===== config.mk =====
export PLATFORM = sky130hd
export DESIGN_NAME = ws2812_pixel_serializer
export DESIGN_NICKNAME = d
export VERILOG_FILES = /design/src/rtl/ws_ser_pkg.sv /design/src/rtl/ws_ser_core.sv /design/src/rtl/ws2812_pixel_serializer.sv
export SDC_FILE = /design/constraint.sdc
export NUM_CORES = 1
export LEC_CHECK = 0
export ABC_CLOCK_PERIOD_IN_PS = 8400
export BUFFER_PORTS_ARGS = -buffer_cell sky130_fd_sc_hd__buf_4
export CAP_MARGIN = 20
export CORE_MARGIN = 10
export CORE_UTILIZATION = 65
export CTS_CLUSTER_SIZE = 16
export DETAILED_ROUTE_END_ITERATION = 12
export PLACE_DENSITY = 0.83
export SLEW_MARGIN = 20
export SYNTH_ARGS = -nofsm -noshare
export SYNTH_HDL_FRONTEND = slang
export SYNTH_SLANG_ARGS = --single-unit

===== constraint.sdc =====
create_clock -name clock -period 8.4 [get_ports clock]
set_input_delay 2.52 -clock clock [delete_from_list [all_inputs] [get_ports clock]]
set_output_delay 2.52 -clock clock [all_outputs]
set_load 0.02 [all_outputs]

===== src/rtl/ws_ser_pkg.sv =====
// Shared types, register codes and reset values for the pixel serializer.
`default_nettype none

package ws_ser_pkg;

   // Configuration register indexes
   localparam logic [1:0] CSR_ONE_HIGH   = 2'd0;
   localparam logic [1:0] CSR_ZERO_HIGH  = 2'd1;
   localparam logic [1:0] CSR_BIT_PERIOD = 2'd2;
   localparam logic [1:0] CSR_LATCH_GAP  = 2'd3;

   localparam int unsigned CSR_INDEX_W = 2;
   localparam int unsigned CSR_DATA_W  = 16;
   localparam int unsigned SLOT_W      = 12;
   localparam int unsigned GAP_W       = 16;
   localparam int unsigned PIXEL_BITS  = 24;
   localparam int unsigned BITS_LEFT_W = 5;

   // Register reset values
   localparam logic [SLOT_W-1:0] ONE_HIGH_RESET   = 12'd40;
   localparam logic [SLOT_W-1:0] ZERO_HIGH_RESET  = 12'd20;
   localparam logic [SLOT_W-1:0] BIT_PERIOD_RESET = 12'd63;
   localparam logic [GAP_W-1:0]  LATCH_GAP_RESET  = 16'd3000;

   // Shortest bit slot the line can produce
   localparam logic [SLOT_W-1:0] MIN_PERIOD = 12'd2;

   typedef enum logic [1:0] {
      MODE_IDLE = 2'd0,
      MODE_SEND = 2'd1,
      MODE_GAP  = 2'd2
   } mode_type;

   typedef struct packed {
      logic [SLOT_W-1:0] one_high;
      logic [SLOT_W-1:0] zero_high;
      logic [SLOT_W-1:0] bit_period;
      logic [GAP_W-1:0]  latch_gap;
   } cfg_type;

   typedef struct packed {
      logic       pixel_valid;
      logic [7:0] green;
      logic [7:0] red;
      logic [7:0] blue;
      logic       frame_last;
   } item_type;

   typedef struct packed {
      logic line_level;
      logic ready_res;
      logic accepted;
      logic dropped;
      logic frame_done;
   } result_type;

endpackage

`default_nettype wire


===== src/rtl/ws_ser_core.sv =====
// Serializer state and per-tick next-state logic for the one-wire LED line.
`default_nettype none

module ws_ser_core (
   input  wire logic                   clock,
   input  wire logic                   reset,
   input  wire logic                   step,
   input  wire ws_ser_pkg::cfg_type    cfg,
   input  wire ws_ser_pkg::item_type   item,
   output ws_ser_pkg::result_type      result
);

   logic [ws_ser_pkg::PIXEL_BITS-1:0]  shift_ff, shift_in;
   logic [ws_ser_pkg::BITS_LEFT_W-1:0] bits_left_ff, bits_left_in;
   logic [ws_ser_pkg::SLOT_W-1:0]      slot_ff, slot_in;
   logic [ws_ser_pkg::GAP_W-1:0]       gap_ff, gap_in;
   ws_ser_pkg::mode_type               mode_ff, mode_in;
   logic                               end_pending_ff, end_pending_in;

   logic [ws_ser_pkg::SLOT_W-1:0] period;
   logic [ws_ser_pkg::SLOT_W-1:0] high_raw;
   logic [ws_ser_pkg::SLOT_W-1:0] high_time;
   logic [ws_ser_pkg::SLOT_W-1:0] slot_inc;
   logic [ws_ser_pkg::GAP_W-1:0]  gap_limit;
   logic [ws_ser_pkg::GAP_W-1:0]  gap_inc;

   // Slot timing, clamped to a usable period and high time
   always_comb begin
      period    = (cfg.bit_period < ws_ser_pkg::MIN_PERIOD) ? ws_ser_pkg::MIN_PERIOD
                                                            : cfg.bit_period;
      high_raw  = shift_ff[ws_ser_pkg::PIXEL_BITS-1] ? cfg.one_high : cfg.zero_high;
      high_time = (high_raw >= period) ? (period - 12'd1) : high_raw;
      slot_inc  = slot_ff + 12'd1;
      gap_limit = (cfg.latch_gap == '0) ? 16'd1 : cfg.latch_gap;
      gap_inc   = gap_ff + 16'd1;
   end

   // Next state and result for the current tick
   always_comb begin
      shift_in       = shift_ff;
      bits_left_in   = bits_left_ff;
      slot_in        = slot_ff;
      gap_in         = gap_ff;
      mode_in        = mode_ff;
      end_pending_in = end_pending_ff;
      result         = '0;
      case (mode_ff)
         ws_ser_pkg::MODE_SEND: begin
            result.line_level = (slot_ff < high_time);
            result.dropped    = item.pixel_valid;
            slot_in           = slot_inc;
            if ((slot_inc >= period) || (slot_inc == '0)) begin
               slot_in  = '0;
               shift_in = {shift_ff[ws_ser_pkg::PIXEL_BITS-2:0], 1'b0};
               if (bits_left_ff <= 5'd1) begin
                  bits_left_in = '0;
                  if (end_pending_ff) begin
                     mode_in = ws_ser_pkg::MODE_GAP;
                     gap_in  = '0;
                  end else begin
                     mode_in = ws_ser_pkg::MODE_IDLE;
                  end
               end else begin
                  bits_left_in = bits_left_ff - 5'd1;
               end
            end
         end
         ws_ser_pkg::MODE_GAP: begin
            result.dropped = item.pixel_valid;
            gap_in         = gap_inc;
            if ((gap_inc >= gap_limit) || (gap_inc == '0)) begin
               gap_in            = '0;
               mode_in           = ws_ser_pkg::MODE_IDLE;
               end_pending_in    = 1'b0;
               result.frame_done = 1'b1;
            end
         end
         default: begin
            // idle, and the unused code behaves the same
            result.ready_res = 1'b1;
            mode_in          = ws_ser_pkg::MODE_IDLE;
            if (item.pixel_valid) begin
               result.accepted = 1'b1;
               shift_in        = {item.green, item.red, item.blue};
               bits_left_in    = 5'(ws_ser_pkg::PIXEL_BITS);
               slot_in         = '0;
               end_pending_in  = item.frame_last;
               mode_in         = ws_ser_pkg::MODE_SEND;
            end
         end
      endcase
   end

   // State registers advance once per processed tick
   always_ff @(posedge clock) begin
      if (reset) begin
         shift_ff       <= '0;
         bits_left_ff   <= '0;
         slot_ff        <= '0;
         gap_ff         <= '0;
         mode_ff        <= ws_ser_pkg::MODE_IDLE;
         end_pending_ff <= 1'b0;
      end else if (step) begin
         shift_ff       <= shift_in;
         bits_left_ff   <= bits_left_in;
         slot_ff        <= slot_in;
         gap_ff         <= gap_in;
         mode_ff        <= mode_in;
         end_pending_ff <= end_pending_in;
      end
   end

   // A pixel in flight always has bits left to send
   a_send_bits: assert property (@(posedge clock) disable iff (reset)
      mode_ff == ws_ser_pkg::MODE_SEND |-> bits_left_ff != '0)
      else $error("send mode with no bits left");

   // The latch gap is only entered for a frame's last pixel
   a_gap_pending: assert property (@(posedge clock) disable iff (reset)
      mode_ff == ws_ser_pkg::MODE_GAP |-> end_pending_ff)
      else $error("latch gap without a frame end");

   // A slot count never reaches the effective period
   a_slot_range: assert property (@(posedge clock) disable iff (reset)
      (mode_ff == ws_ser_pkg::MODE_SEND && $stable(cfg)) |-> slot_ff < period ||
      !$past(step))
      else $error("slot count past period");

   // Accepting a pixel loads a full pixel worth of bits
   a_load: assert property (@(posedge clock) disable iff (reset)
      (step && result.accepted) |=> bits_left_ff == 5'(ws_ser_pkg::PIXEL_BITS))
      else $error("pixel load lost its bit count");

endmodule

`default_nettype wire


===== src/rtl/ws2812_pixel_serializer.sv =====
// Top level: config registers, input register, serializer core and result register.
`default_nettype none

// Channel    Ports                    Moves
// ---------  -----------------------  ------------------------------------------
// request    req_valid / req_ready    one tick: pixel offer, colors, frame end
// response   rsp_valid / rsp_ready    one tick: line level and status flags
// config     csr_wr_en               register write, index and data, no wait
//
// One transaction in, one transaction out, one per cycle sustained while rsp_ready holds.
// A request passes through two registers: input register, then result register.
// Serializer state advances only when a request transaction is processed.
// A stalled response holds the input register; nothing is dropped or repeated.
// Synchronous reset clears all control state and restores register defaults.

module ws2812_pixel_serializer (
   input  wire logic                               clock,
   input  wire logic                               reset,
   input  wire logic                               req_valid,
   output logic                                    req_ready,
   input  wire logic                               req_pixel_valid,
   input  wire logic [7:0]                         req_green,
   input  wire logic [7:0]                         req_red,
   input  wire logic [7:0]                         req_blue,
   input  wire logic                               req_frame_last,
   output logic                                    rsp_valid,
   input  wire logic                               rsp_ready,
   output logic                                    rsp_line_level,
   output logic                                    rsp_ready_res,
   output logic                                    rsp_accepted,
   output logic                                    rsp_dropped,
   output logic                                    rsp_frame_done,
   input  wire logic                               csr_wr_en,
   input  wire logic [ws_ser_pkg::CSR_INDEX_W-1:0] csr_index,
   input  wire logic [ws_ser_pkg::CSR_DATA_W-1:0]  csr_wdata
);

   ws_ser_pkg::cfg_type    cfg_ff;
   ws_ser_pkg::item_type   in_item_ff;
   logic                   in_valid_ff;
   ws_ser_pkg::result_type rsp_item_ff;
   logic                   rsp_valid_ff;
   ws_ser_pkg::result_type core_result;
   logic                   advance;

   // Configuration registers
   always_ff @(posedge clock) begin
      if (reset) begin
         cfg_ff.one_high   <= ws_ser_pkg::ONE_HIGH_RESET;
         cfg_ff.zero_high  <= ws_ser_pkg::ZERO_HIGH_RESET;
         cfg_ff.bit_period <= ws_ser_pkg::BIT_PERIOD_RESET;
         cfg_ff.latch_gap  <= ws_ser_pkg::LATCH_GAP_RESET;
      end else if (csr_wr_en) begin
         case (csr_index)
            ws_ser_pkg::CSR_ONE_HIGH:   cfg_ff.one_high   <= csr_wdata[11:0];
            ws_ser_pkg::CSR_ZERO_HIGH:  cfg_ff.zero_high  <= csr_wdata[11:0];
            ws_ser_pkg::CSR_BIT_PERIOD: cfg_ff.bit_period <= csr_wdata[11:0];
            ws_ser_pkg::CSR_LATCH_GAP:  cfg_ff.latch_gap  <= csr_wdata;
            default: ;
         endcase
      end
   end

   // Process the held transaction whenever the result register can take it
   assign advance   = in_valid_ff && (!rsp_valid_ff || rsp_ready);
   assign req_ready = !in_valid_ff || advance;

   // Input register
   always_ff @(posedge clock) begin
      if (reset) begin
         in_valid_ff <= 1'b0;
      end else if (req_ready) begin
         in_valid_ff <= req_valid;
      end
   end

   always_ff @(posedge clock) begin
      if (req_valid && req_ready) begin
         in_item_ff <= '{pixel_valid: req_pixel_valid, green: req_green, red: req_red,
                         blue: req_blue, frame_last: req_frame_last};
      end
   end

   ws_ser_core u_core (
      .clock  (clock),
      .reset  (reset),
      .step   (advance),
      .cfg    (cfg_ff),
      .item   (in_item_ff),
      .result (core_result)
   );

   // Result register
   always_ff @(posedge clock) begin
      if (reset) begin
         rsp_valid_ff <= 1'b0;
      end else if (!rsp_valid_ff || rsp_ready) begin
         rsp_valid_ff <= in_valid_ff;
      end
   end

   always_ff @(posedge clock) begin
      if (advance) begin
         rsp_item_ff <= core_result;
      end
   end

   assign rsp_valid      = rsp_valid_ff;
   assign rsp_line_level = rsp_item_ff.line_level;
   assign rsp_ready_res  = rsp_item_ff.ready_res;
   assign rsp_accepted   = rsp_item_ff.accepted;
   assign rsp_dropped    = rsp_item_ff.dropped;
   assign rsp_frame_done = rsp_item_ff.frame_done;

endmodule

`default_nettype wire

Word-level counts from Yosys, hierarchy flattened
Index checks and enable logic that the tools add are counted.
{"block": "totals", "word_cells": 99, "reg_bits": 145, "inputBits": 49, "out_inout_bits": 7}
{"block": "op_classes", "order_cmp": 6, "eq_ne": 9, "n_reduce_logical": 25, "bitwise": 2, "addsub": 4, "n_mux": 31}
{"cell": "$mux W16", "n": 5}
{"cell": "$mux W12", "n": 5}
{"cell": "$mux W24", "n": 2}
{"cell": "$pmux W24 S2", "n": 1}
{"cell": "$logic_not A16 Y1", "n": 2}
{"cell": "$pmux W16 S2", "n": 1}
{"cell": "$ge A12 B12 Y1", "n": 2}
{"cell": "$pmux W12 S2", "n": 1}
{"cell": "$add A16 B1 Y16 const B", "n": 1}
{"cell": "$ge A16 B16 Y1", "n": 1}
{"cell": "$mux W5", "n": 3}
{"cell": "$add A12 B1 Y12 const B", "n": 1}
{"cell": "$logic_not A12 Y1", "n": 1}
{"cell": "$lt A12 B12 Y1", "n": 1}
{"cell": "$lt A12 B2 Y1 const B", "n": 1}
{"cell": "$reduce_and A4 Y1", "n": 3}
{"cell": "$sub A12 B1 Y12 const B", "n": 1}
{"cell": "$mux W2", "n": 5}
{"cell": "$pmux W5 S2", "n": 1}
{"cell": "$ne A2 B1 Y1 const B", "n": 4}
{"cell": "$reduce_and A2 Y1", "n": 4}
{"cell": "$eq A2 B2 Y1 const B", "n": 3}
{"cell": "$reduce_bool A2 Y1", "n": 3}
{"cell": "$le A5 B1 Y1 const B", "n": 1}
{"cell": "other kinds (13)", "n": 24}

Longest topological paths before layout
Gate-level depths: netlist (run 1).
{"block": "logic_depth", "depth_word": 6, "mapped_depth": 23, "depth_no_buf": 22}

Hierarchy
From an unflattened synthesis (run 1), not the netlist that was laid out.
{"block": "hier_totals", "hier_cells": 864, "hier_area_um2": 8250.4}
{"module": "ws_ser_core", "area_each_um2": 5109.9, "cells_each": 617, "seq_area_each_um2": 1201.2, "instances": 1}
{"module": "ws2812_pixel_serializer", "area_each_um2": 3140.5, "cells_each": 247, "seq_area_each_um2": 2011.9, "instances": 1}

Worst setup path before layout (run 1)
OpenSTA, ideal clock, no wires.
{"block": "synth_timing", "path_type": "input to output", "from": "input rsp_ready", "to": "output req_ready", "path_buffers": 0, "path_slack_ps": 3008, "stages": 2, "arrival_ps": 2872, "required_time_ps": 5880, "cell_sequence": "nor2b_1 > nand2_1"}
{"block": "synth_between", "elab_chain_cells": 3}
{"item": "from (decl)", "line": "ws2812_pixel_serializer.sv:27", "text": "input wire logic rsp_ready,"}
{"item": "$logic_or A1 B1 Y1", "line": "ws2812_pixel_serializer.sv:65", "text": "assign advance = in_valid_ff && (!rsp_valid_ff || rsp_ready);"}
{"item": "$logic_and A1 B1 Y1", "line": "ws2812_pixel_serializer.sv:65"}
{"item": "$logic_or A1 B1 Y1", "line": "ws2812_pixel_serializer.sv:66", "text": "assign req_ready = !in_valid_ff || advance;"}
{"item": "to (decl)", "line": "ws2812_pixel_serializer.sv:20", "text": "output logic req_ready,"}
No other way between the ends.

Worst setup path after layout (run 1)
Same ends and word-level chain as after synthesis.

==> results of run 1 <==
layer usage:
layer / GRT usage / part of all wire
met1: 0.268 / 0.43
met2: 0.364 / 0.49
met3: 0.0454 / 0.065
met4: 0.0781 / 0.019
met5: 0 / 0
through the flow:
| stage | total power [mW] | hold slack, ps | cells | worst slack [ps] | cell area (um2) |
|---|---|---|---|---|---|
| after global placement | 0.924 | 438 | 1055 | 2820 | 8420 |
| final | 1.61 | 457 | 1087 | 2770 | 8950 |
| after CTS | 1.62 | 455 | 1087 | 2760 | 8950 |
| after global routing | 1.67 | 478 | 1087 | 2730 | 8950 |
| after floorplan | 0.882 | 432 | 877 | 3010 | 8030 |
| after detailed placement | 0.936 | 446 | 1055 | 2770 | 8420 |
final timing paths:
path                       from                  to  slack (ps)  depth (start not counted)
max                   rsp_ready           req_ready        2770                          4
min          u_core.shift_ff[0]  u_core.shift_ff[0]         460                          2
max reg2reg          cfg_ff[23]      rsp_line_level        3380                         20
min reg2reg  u_core.shift_ff[0]  u_core.shift_ff[0]         460                          2
final cells by class:
type / count / area [um2]
Inverter: 34 / 128
Sequential cell: 145 / 3210
Clock buffer: 17 / 425
Tap cell: 168 / 210
Timing Repair Buffer: 59 / 443
Multi-Input combinational cell: 649 / 4430
Fill cell: 841 / 3110
Clock inverter: 15 / 108
cells in the final DEF (no fill, tap or decap), drive strengths merged, types with 17 or more instances in the layout:
cell    synthesis  routed
a211oi         25      25
a21oi          59      59
buf            19      59
clkbuf         30      17
dfxtp         114     114
edfxtp         31      31
ha             58      58
inv            34      40
mux2i          32      32
nand2         139     139
nand3          17      17
nor2           78      78
o21ai          30      30
xnor2          18      18
tightest hold or removal path: stages, from the launching register on:
cell     delay, ps
dfxtp_1        310
nand2_1         50
a21oi_1         50
cell families after synthesis:
group | count (synthesis) | share of synthesized area
xor+xnor | 31 | 0.0348
flops | 145 | 0.400
mux | 43 | 0.0553
simple gates | 330 | 0.202
buf+inv | 83 | 0.0491
fa+ha+maj | 58 | 0.0904
compound gates | 187 | 0.168
registers in the layout (all words and copies together), names as in the netlist:
register               count
cfg_ff                    52
in_item_ff                26
u_core.shift_ff           24
u_core.gap_ff             16
u_core.slot_ff            12
u_core.bits_left_ff        5
u_core.mode_ff             2
in_valid_ff                1
rsp_accepted               1
rsp_dropped                1
rsp_frame_done             1
rsp_line_level             1
rsp_ready_res              1
rsp_valid                  1
u_core.end_pending_ff      1
power groups by stage:
stage | logic (mW) | clock network [mW] | registers, mW
2_1_floorplan | 0.115 | 0 | 0.767
3_3_place_gp | 0.155 | 0 | 0.770
3_5_place_dp | 0.164 | 0 | 0.772
4_1_cts | 0.166 | 0.694 | 0.757
5_1_grt | 0.186 | 0.723 | 0.759
6_report | 0.168 | 0.690 | 0.757
==> out/qor.txt, run 1 <==
Status - finished, final reports clean
Crit path largest cell delay - 220 ps
Sw Share - 0.264
Gr ovfl total - 0
Pleak - 3.62 nW
Clock Path Buffers - 2
Initial core utilization - 0.665
Synth top cells by count - 139 x nand2_1, 114 x dfxtp_1, 78 x nor2_1
WP data required - 5880 ps
Die Ht - 131 um
Most common cell in the netlist - nand2_1
Slew Viols, Final - 0
Psw - 0.427 mW
# DRC - 0
Post-synth EDFFs - 31
IO Pins - 56
Initial antenna violation count - 0
Worst path slowest cell - nor2b_1
Largest net degree at the start of global routing - 62
Core Area - 0.0121 mm2
Fmax - 178 MHz
Hold Crit Class - reg2reg
Hpwl dp - 13200 um
Crit path launch type - input port
Routability Congestion - 0.875
Cell Chain, Critical Path - buf_4 -> nor2b_1 -> nand2_1 -> buf_4
Unrepaired setup endpoints after global routing - no
Vias in the first global route - 6503
Post-Syn Area - 0.00803 mm2
Post-CTS Setup Inserts - 0
H-tree Lvls - 4
TritonCTS clock tree - done
Syn avg cell area - 9.15 um2
Final ANT Viol Nets - 0
CTS Buf Count - 17
Total GRT Usage - 0.217
Asr flop ratio synth - 0
Cells after synthesis - 877
Top cell type's share of synthesized area - 0.284
Flops & latches, synth - 145
Clk pwr share - 0.427
Final #Nets - 1013
Avg WL per Cell - 17.6 um
Via count - 6635
CTS Root Cell - clkbuf_16
Layout area overhead - 11.6%
Worst Tran Pin Value - 1150 ps
Critical Path AT - 3110 ps
Crit-path max FO - 4
Iteration-0 DRC Markers - 676
Sequential Power Share - 0.469
# rows - 40
CP bufs+invs - 2
First-pass GRT wire length - 31500 um
TritonRoute pass-1 iters - 8
Dominant cells by area after synthesis - dfxtp_1 28%, edfxtp_1 12%, ha_1 9.0%, nand2_1 6.5%, mux2i_1 4.0%
Maximum VDD drop - 0.189 mV
Port Buf Inserts - 55
CP delay by family, top - simple AND/OR/NAND/NOR gates
Synthesis Warnings - 0
Relative slew slack - 0.233
WS Path Type - in2out
Total negative slack - 0 ps
Die W - 131 um
Power Density - 180 mW/mm2
Final worst path period share - 0.670
Critical Path End Type - primary output
# diodes - 0
Post_cts resized - 0
Number of distinct library cells after synthesis - 68
Max-cap violations - 0
Combinational share of power - 0.104
Post-layout util - 0.742
Top FF cell, synth - dfxtp_1
Most Frequent Cell on Critical Path - buf_4
Clock sink count - 145
Final setup fails - 0
Vias per std cell - 6.10
Skew-Pair Late Insertion Delay - 430 ps
Syn_nets - 984
Worst-path clk slew - 70 ps
Cell accounting for the most synthesized area - dfxtp_1
Clock Skews - 11.0 ps
Share of cells above drive strength 1 - 0.151
Register area share after synthesis - 0.400
Fin. Hold Viols - 0
Post-CTS Hold Buffers - 0
Internal power - 1.19 mW
WL final - 19100 um
Final min period - 5630 ps
Total die area - 0.0172 mm2
No activity file was read; power rests on OpenSTA's default activity.
==> run 2: changes to the inputs <==
- ABC_CLOCK_PERIOD_IN_PS: 8400 -> 5800
- CORE_UTILIZATION: 65 -> 61
- PLACE_DENSITY: 0.83 -> 0.78
- clock period: 8.4 -> 5.8 ns (I/O delays scaled with it)
==> out/qor.txt, run 2 (synthesis results as in run 1) <==
Status - finished, final reports clean
Post-CTS Setup Inserts - 0
WL final - 19000 um
Slew Viols, Final - 0
IO Pins - 56
Crit-path max FO - 11
CTS Buf Count - 17
Vias in the first global route - 6308
Iteration-0 DRC Markers - 583
Clk pwr share - 0.462
Post_cts resized - 0
Hold Crit Class - reg2reg
Total negative slack - 0 ps
Routability Congestion - 0.871
Initial core utilization - 0.628
Max reg flops - 52
# rows - 41
Most common cell after layout, fill and taps aside - nand2_1
Share of cells above drive strength 1 - 0.154
Clock Skews - 7.46 ps
Crit path launch type - register
Via count - 6504
H-tree Lvls - 4
Power Density - 275 mW/mm2
Fmax - 216 MHz
Sequential cell area - 0.00321 mm2
Largest net degree at the start of global routing - 75
Psw - 0.619 mW
Final #Nets - 1014
Post-Layout Cell Count - 1092
Max-cap violations - 0
Final worst path period share - 0.797
Skew-Pair Late Insertion Delay - 430 ps
Fin. Hold Viols - 0
Sw Share - 0.249
# diodes - 0
Multi-input gate area - 0.00442 mm2
Avg WL per Cell - 17.4 um
Clock sink count - 145
Vias per std cell - 5.96
Hpwl dp - 13800 um
WP data required - 6040 ps
TritonRoute pass-1 iters - 5
Final ANT Viol Nets - 0
Worst-path clk slew - 60 ps
Clock Path Buffers - 2
Final setup fails - 0
Maximum VDD drop - 0.319 mV
Total GRT Usage - 0.212
Internal power - 1.87 mW
WS Path Type - reg2reg
Layout area overhead - 12.7%
Total die area - 0.0181 mm2
Gr ovfl total - 0
Die Ht - 135 um
First-pass GRT wire length - 31300 um
Commonest cells after routing, fill and taps aside - 139 x nand2_1, 114 x dfxtp_1, 78 x nor2_1
Final min period - 4620 ps
CTS Root Cell - clkbuf_16
Die W - 135 um
Post-CTS Hold Buffers - 0
Critical Path AT - 4860 ps
Pleak - 3.67 nW
Relative slew slack - 0.333
Fill count - 968
Sequential Power Share - 0.441
Worst Tran Pin Value - 1000 ps
Critical Path End Type - register
Dpl cells - 1060
Initial antenna violation count - 0
Unrepaired setup endpoints after global routing - no
# DRC - 0
Core Area - 0.0128 mm2
Combinational share of power - 0.097
Biggest register - cfg_ff
Port Buf Inserts - 55
Top flop regs - cfg_ff (52), in_item_ff (26), u_core.shift_ff (24)
TritonCTS clock tree - done
run 2: cell types whose count changed in the layout (fill, tap and decap cells not counted), sizes merged:
cell / previous run / this run
clkinvlp: 2 / 1
clkinv: 7 / 5
inv: 40 / 39
clkbuf: 17 / 18
bufinv: 0 / 3
buf: 59 / 60
run 2: path summary, 6_finish.rpt:
path | slack (ps) | end | depth (start not counted) | from
setup / recovery | 1180 | rsp_line_level | 20 | cfg_ff[23]
hold / removal | 460 | cfg_ff[39] | 2 | cfg_ff[39]
setup reg to reg | 1180 | rsp_line_level | 20 | cfg_ff[23]
hold reg to reg | 460 | cfg_ff[39] | 2 | cfg_ff[39]
run 2: layout make-up:
class | instances | area share
inverter | 34 | 0.0141
clock buffer | 18 | 0.0485
sequential | 145 | 0.355
multi-input combinational | 649 | 0.489
timing repair buffer | 60 | 0.0498
tap | 172 | 0.0238
clock inverter | 14 | 0.0198
run 2: power by group through the flow:
stage	clock (mW)	combinational (mW)	sequential (mW)
floorplan	0	0.167	1.11
global placement	0	0.229	1.11
detailed placement	0	0.238	1.12
CTS	1.15	0.240	1.10
global route	1.20	0.267	1.10
finish	1.15	0.241	1.10
run 2: per-layer routing:
| metal | global-route usage | vias to the layer above | share of wire |
|---|---|---|---|
| met1 | 0.266 | 3106 | 0.44 |
| met3 | 0.0534 | 18 | 0.058 |
| met5 | 0 | - | 0 |
| met4 | 0.0538 | 0 | 0.011 |
| met2 | 0.355 | 182 | 0.49 |
| li1 | - | 3198 | - |
run 2: critical path: stages, from the launching register on:
cell	delay, ps
dfxtp_1	360
or4_1	570
nor2_1	170
nand2_1	70
o21ai_0	230
inv_1	130
ha_1	300
nand2b_1	140
a21oi_1	140
nor2b_1	60
o31ai_1	180
o211ai_1	290
buf_4	280
o21ai_0	180
ha_1	280
a21o_1	160
a21o_1	160
a21o_1	160
a21oi_1	130
o21ai_0	140
o41ai_1	320
run 2: per-stage QoR:
step	area [um2]	power [mW]	worst slack [ps]	utilization	hold slack [ps]
floorplan	8030	1.28	1560	-	432
detailed placement	8430	1.36	1220	0.660	448
global route	9050	2.56	764	0.708	471
global placement	8430	1.34	1390	0.660	439
finish	9050	2.49	1180	0.708	459
CTS	9050	2.49	1200	0.708	458
==> run 3: changes to the inputs <==
- ABC_CLOCK_PERIOD_IN_PS: 5800 -> 4500
- clock period: 5.8 -> 4.5 ns (I/O delays scaled with it)
==> out/qor.txt, run 3 (synthesis results as in run 1) <==
Status - finished, final reports clean
Worst-path clk slew - 60 ps
Clock sink count - 145
CTS Root Cell - clkbuf_16
Core Area - 0.0128 mm2
# DRC - 0
CP delay by family, top - simple AND/OR/NAND/NOR gates
Fin. Hold Viols - 0
Commonest cells after routing, fill and taps aside - 139 x nand2_1, 114 x dfxtp_1, 78 x nor2_1
Port Buf Inserts - 55
WP data required - 4850 ps
Avg WL per Cell - 17.4 um
First-pass GRT wire length - 31600 um
Busiest grt layer - met2
Post-CTS Hold Buffers - 0
Final ANT Viol Nets - 0
Max-cap violations - 0
Total GRT Usage - 0.213
Slew Viols, Final - 0
Skew-Pair Late Insertion Delay - 420 ps
Vias in the first global route - 6456
Worst Tran Pin Value - 923 ps
Fill count - 935
Critical Path AT - 4520 ps
Pleak - 3.69 nW
Initial core utilization - 0.628
Fmax - 240 MHz
Largest net degree at the start of global routing - 75
TritonRoute pass-1 iters - 5
Final Hold Slack - 457 ps
Final #Nets - 1021
CTS Buf Count - 17
Gr ovfl total - 0
Final setup fails - 0
Maximum VDD drop - 0.318 mV
Hpwl dp - 13800 um
H-tree Lvls - 4
Unrepaired setup endpoints after global routing - no
Final worst path period share - 0.927
Cell Chain, Critical Path - ha_1 -> nand2_1 -> nor3_2 -> and4_1 -> xor2_1 -> ha_1 -> and4_1 -> a221o_1 -> a221o_1 -> a41oi_1 -> nand3_2 -> or3_1 -> o22ai_1
Critical Path End Type - register
WS Path Type - reg2reg
Layout area overhead - 13.2%
Clock Skews - 7.28 ps
Die W - 135 um
Post-layout util - 0.711
Vias per std cell - 6.02
Total die area - 0.0181 mm2
Final min period - 4170 ps
# diodes - 0
Clock Path Buffers - 2
Share of cells above drive strength 1 - 0.163
Crit path largest cell delay - 490 ps
IO Pins - 56
Top flop regs - cfg_ff (52), in_item_ff (26), u_core.shift_ff (24)
Routability Congestion - 0.980
GR Layer Usage met1 - 0.264
GRT met2 Usage - 0.357
Die Ht - 135 um
# rows - 41
Total negative slack - 0 ps
Power Density - 345 mW/mm2
WL final - 19200 um
M3 GR Usage - 0.0456
Crit path launch type - register
Worst path slowest cell - or3_1
Iteration-0 DRC Markers - 632
Initial antenna violation count - 0
Biggest register - cfg_ff
Most common cell after layout, fill and taps aside - nand2_1
Crit-path max FO - 12
TritonCTS clock tree - done
Max reg flops - 52
Hold Crit Class - reg2reg
Multi-input gate area - 0.00443 mm2
Relative slew slack - 0.382
Via count - 6617
CP bufs+invs - 0
R2R setup slack - 330 ps
Sequential cell area - 0.00321 mm2
==> run 3: cell count changes in the layout (fill, tap and decap cells not counted), sizes merged <==
cell / before / now
inv: 39 / 38
clkinv: 5 / 6
clkbuf: 18 / 17
clkinvlp: 1 / 3
bufinv: 3 / 2
buf: 60 / 67
==> run 3: path summary, 6_finish.rpt <==
| check | from | to | cells past startpoint |
|---|---|---|---|
| worst max-delay path | u_core.gap_ff[0] | u_core.gap_ff[7] | 13 |
| worst min-delay path | cfg_ff[42] | cfg_ff[42] | 2 |
| worst max register to register | u_core.gap_ff[0] | u_core.gap_ff[7] | 13 |
| worst min register to register | cfg_ff[42] | cfg_ff[42] | 2 |
==> run 3: metal layers <==
layer | vias to the layer above | share of wire
met3 | 38 | 0.065
li1 | 3198 | -
met5 | - | 0
met2 | 251 | 0.48
met4 | 0 | 0.019
met1 | 3130 | 0.44
==> run 3: area by class of cell <==
| cell class | count | area share |
|---|---|---|
| clock buffers | 17 | 0.0468 |
| clock inverters | 15 | 0.0176 |
| inverters | 34 | 0.0141 |
| multi-input cells | 649 | 0.488 |
| flip-flops and latches | 145 | 0.354 |
| well taps | 172 | 0.0237 |
| repair buffers | 67 | 0.0558 |
==> run 3: timing repair <==
| item | 4_1_cts | 5_1_grt |
|---|---|---|
| buffers inserted | 0 | 1 |
| setup endpoints to repair | 0 | 2 |
| resized for setup | 0 | 5 |
| endpoints found under the hold margin | 0 | 0 |
==> run 3: stage by stage <==
stage,power (mW),setup slack [ps],cell area [um2],std cells
after global routing,3.24,39.3,9080,1099
final,3.13,329,9080,1099
after floorplan,1.65,265,8030,877
after global placement,1.73,471,8470,1066
after CTS,3.14,159,9060,1098
after detailed placement,1.75,169,8470,1066
==> run 3: worst register-to-register path: stages, from the launching register on <==
cell     delay [ps]
dfxtp_1         420
ha_1            310
nand2_1         220
nor3_2          290
and4_1          240
xor2_1          210
ha_1            280
and4_1          210
a221o_1         350
a221o_1         360
a41oi_1         290
nand3_2         280
or3_1           490
o22ai_1         180
==> run 3: report_power, final <==
group | internal [mW] | switching, mW | total, mW
combinational | 0.134 | 0.188 | 0.322
sequential | 1.38 | 0.0306 | 1.41
clock | 0.822 | 0.576 | 1.40
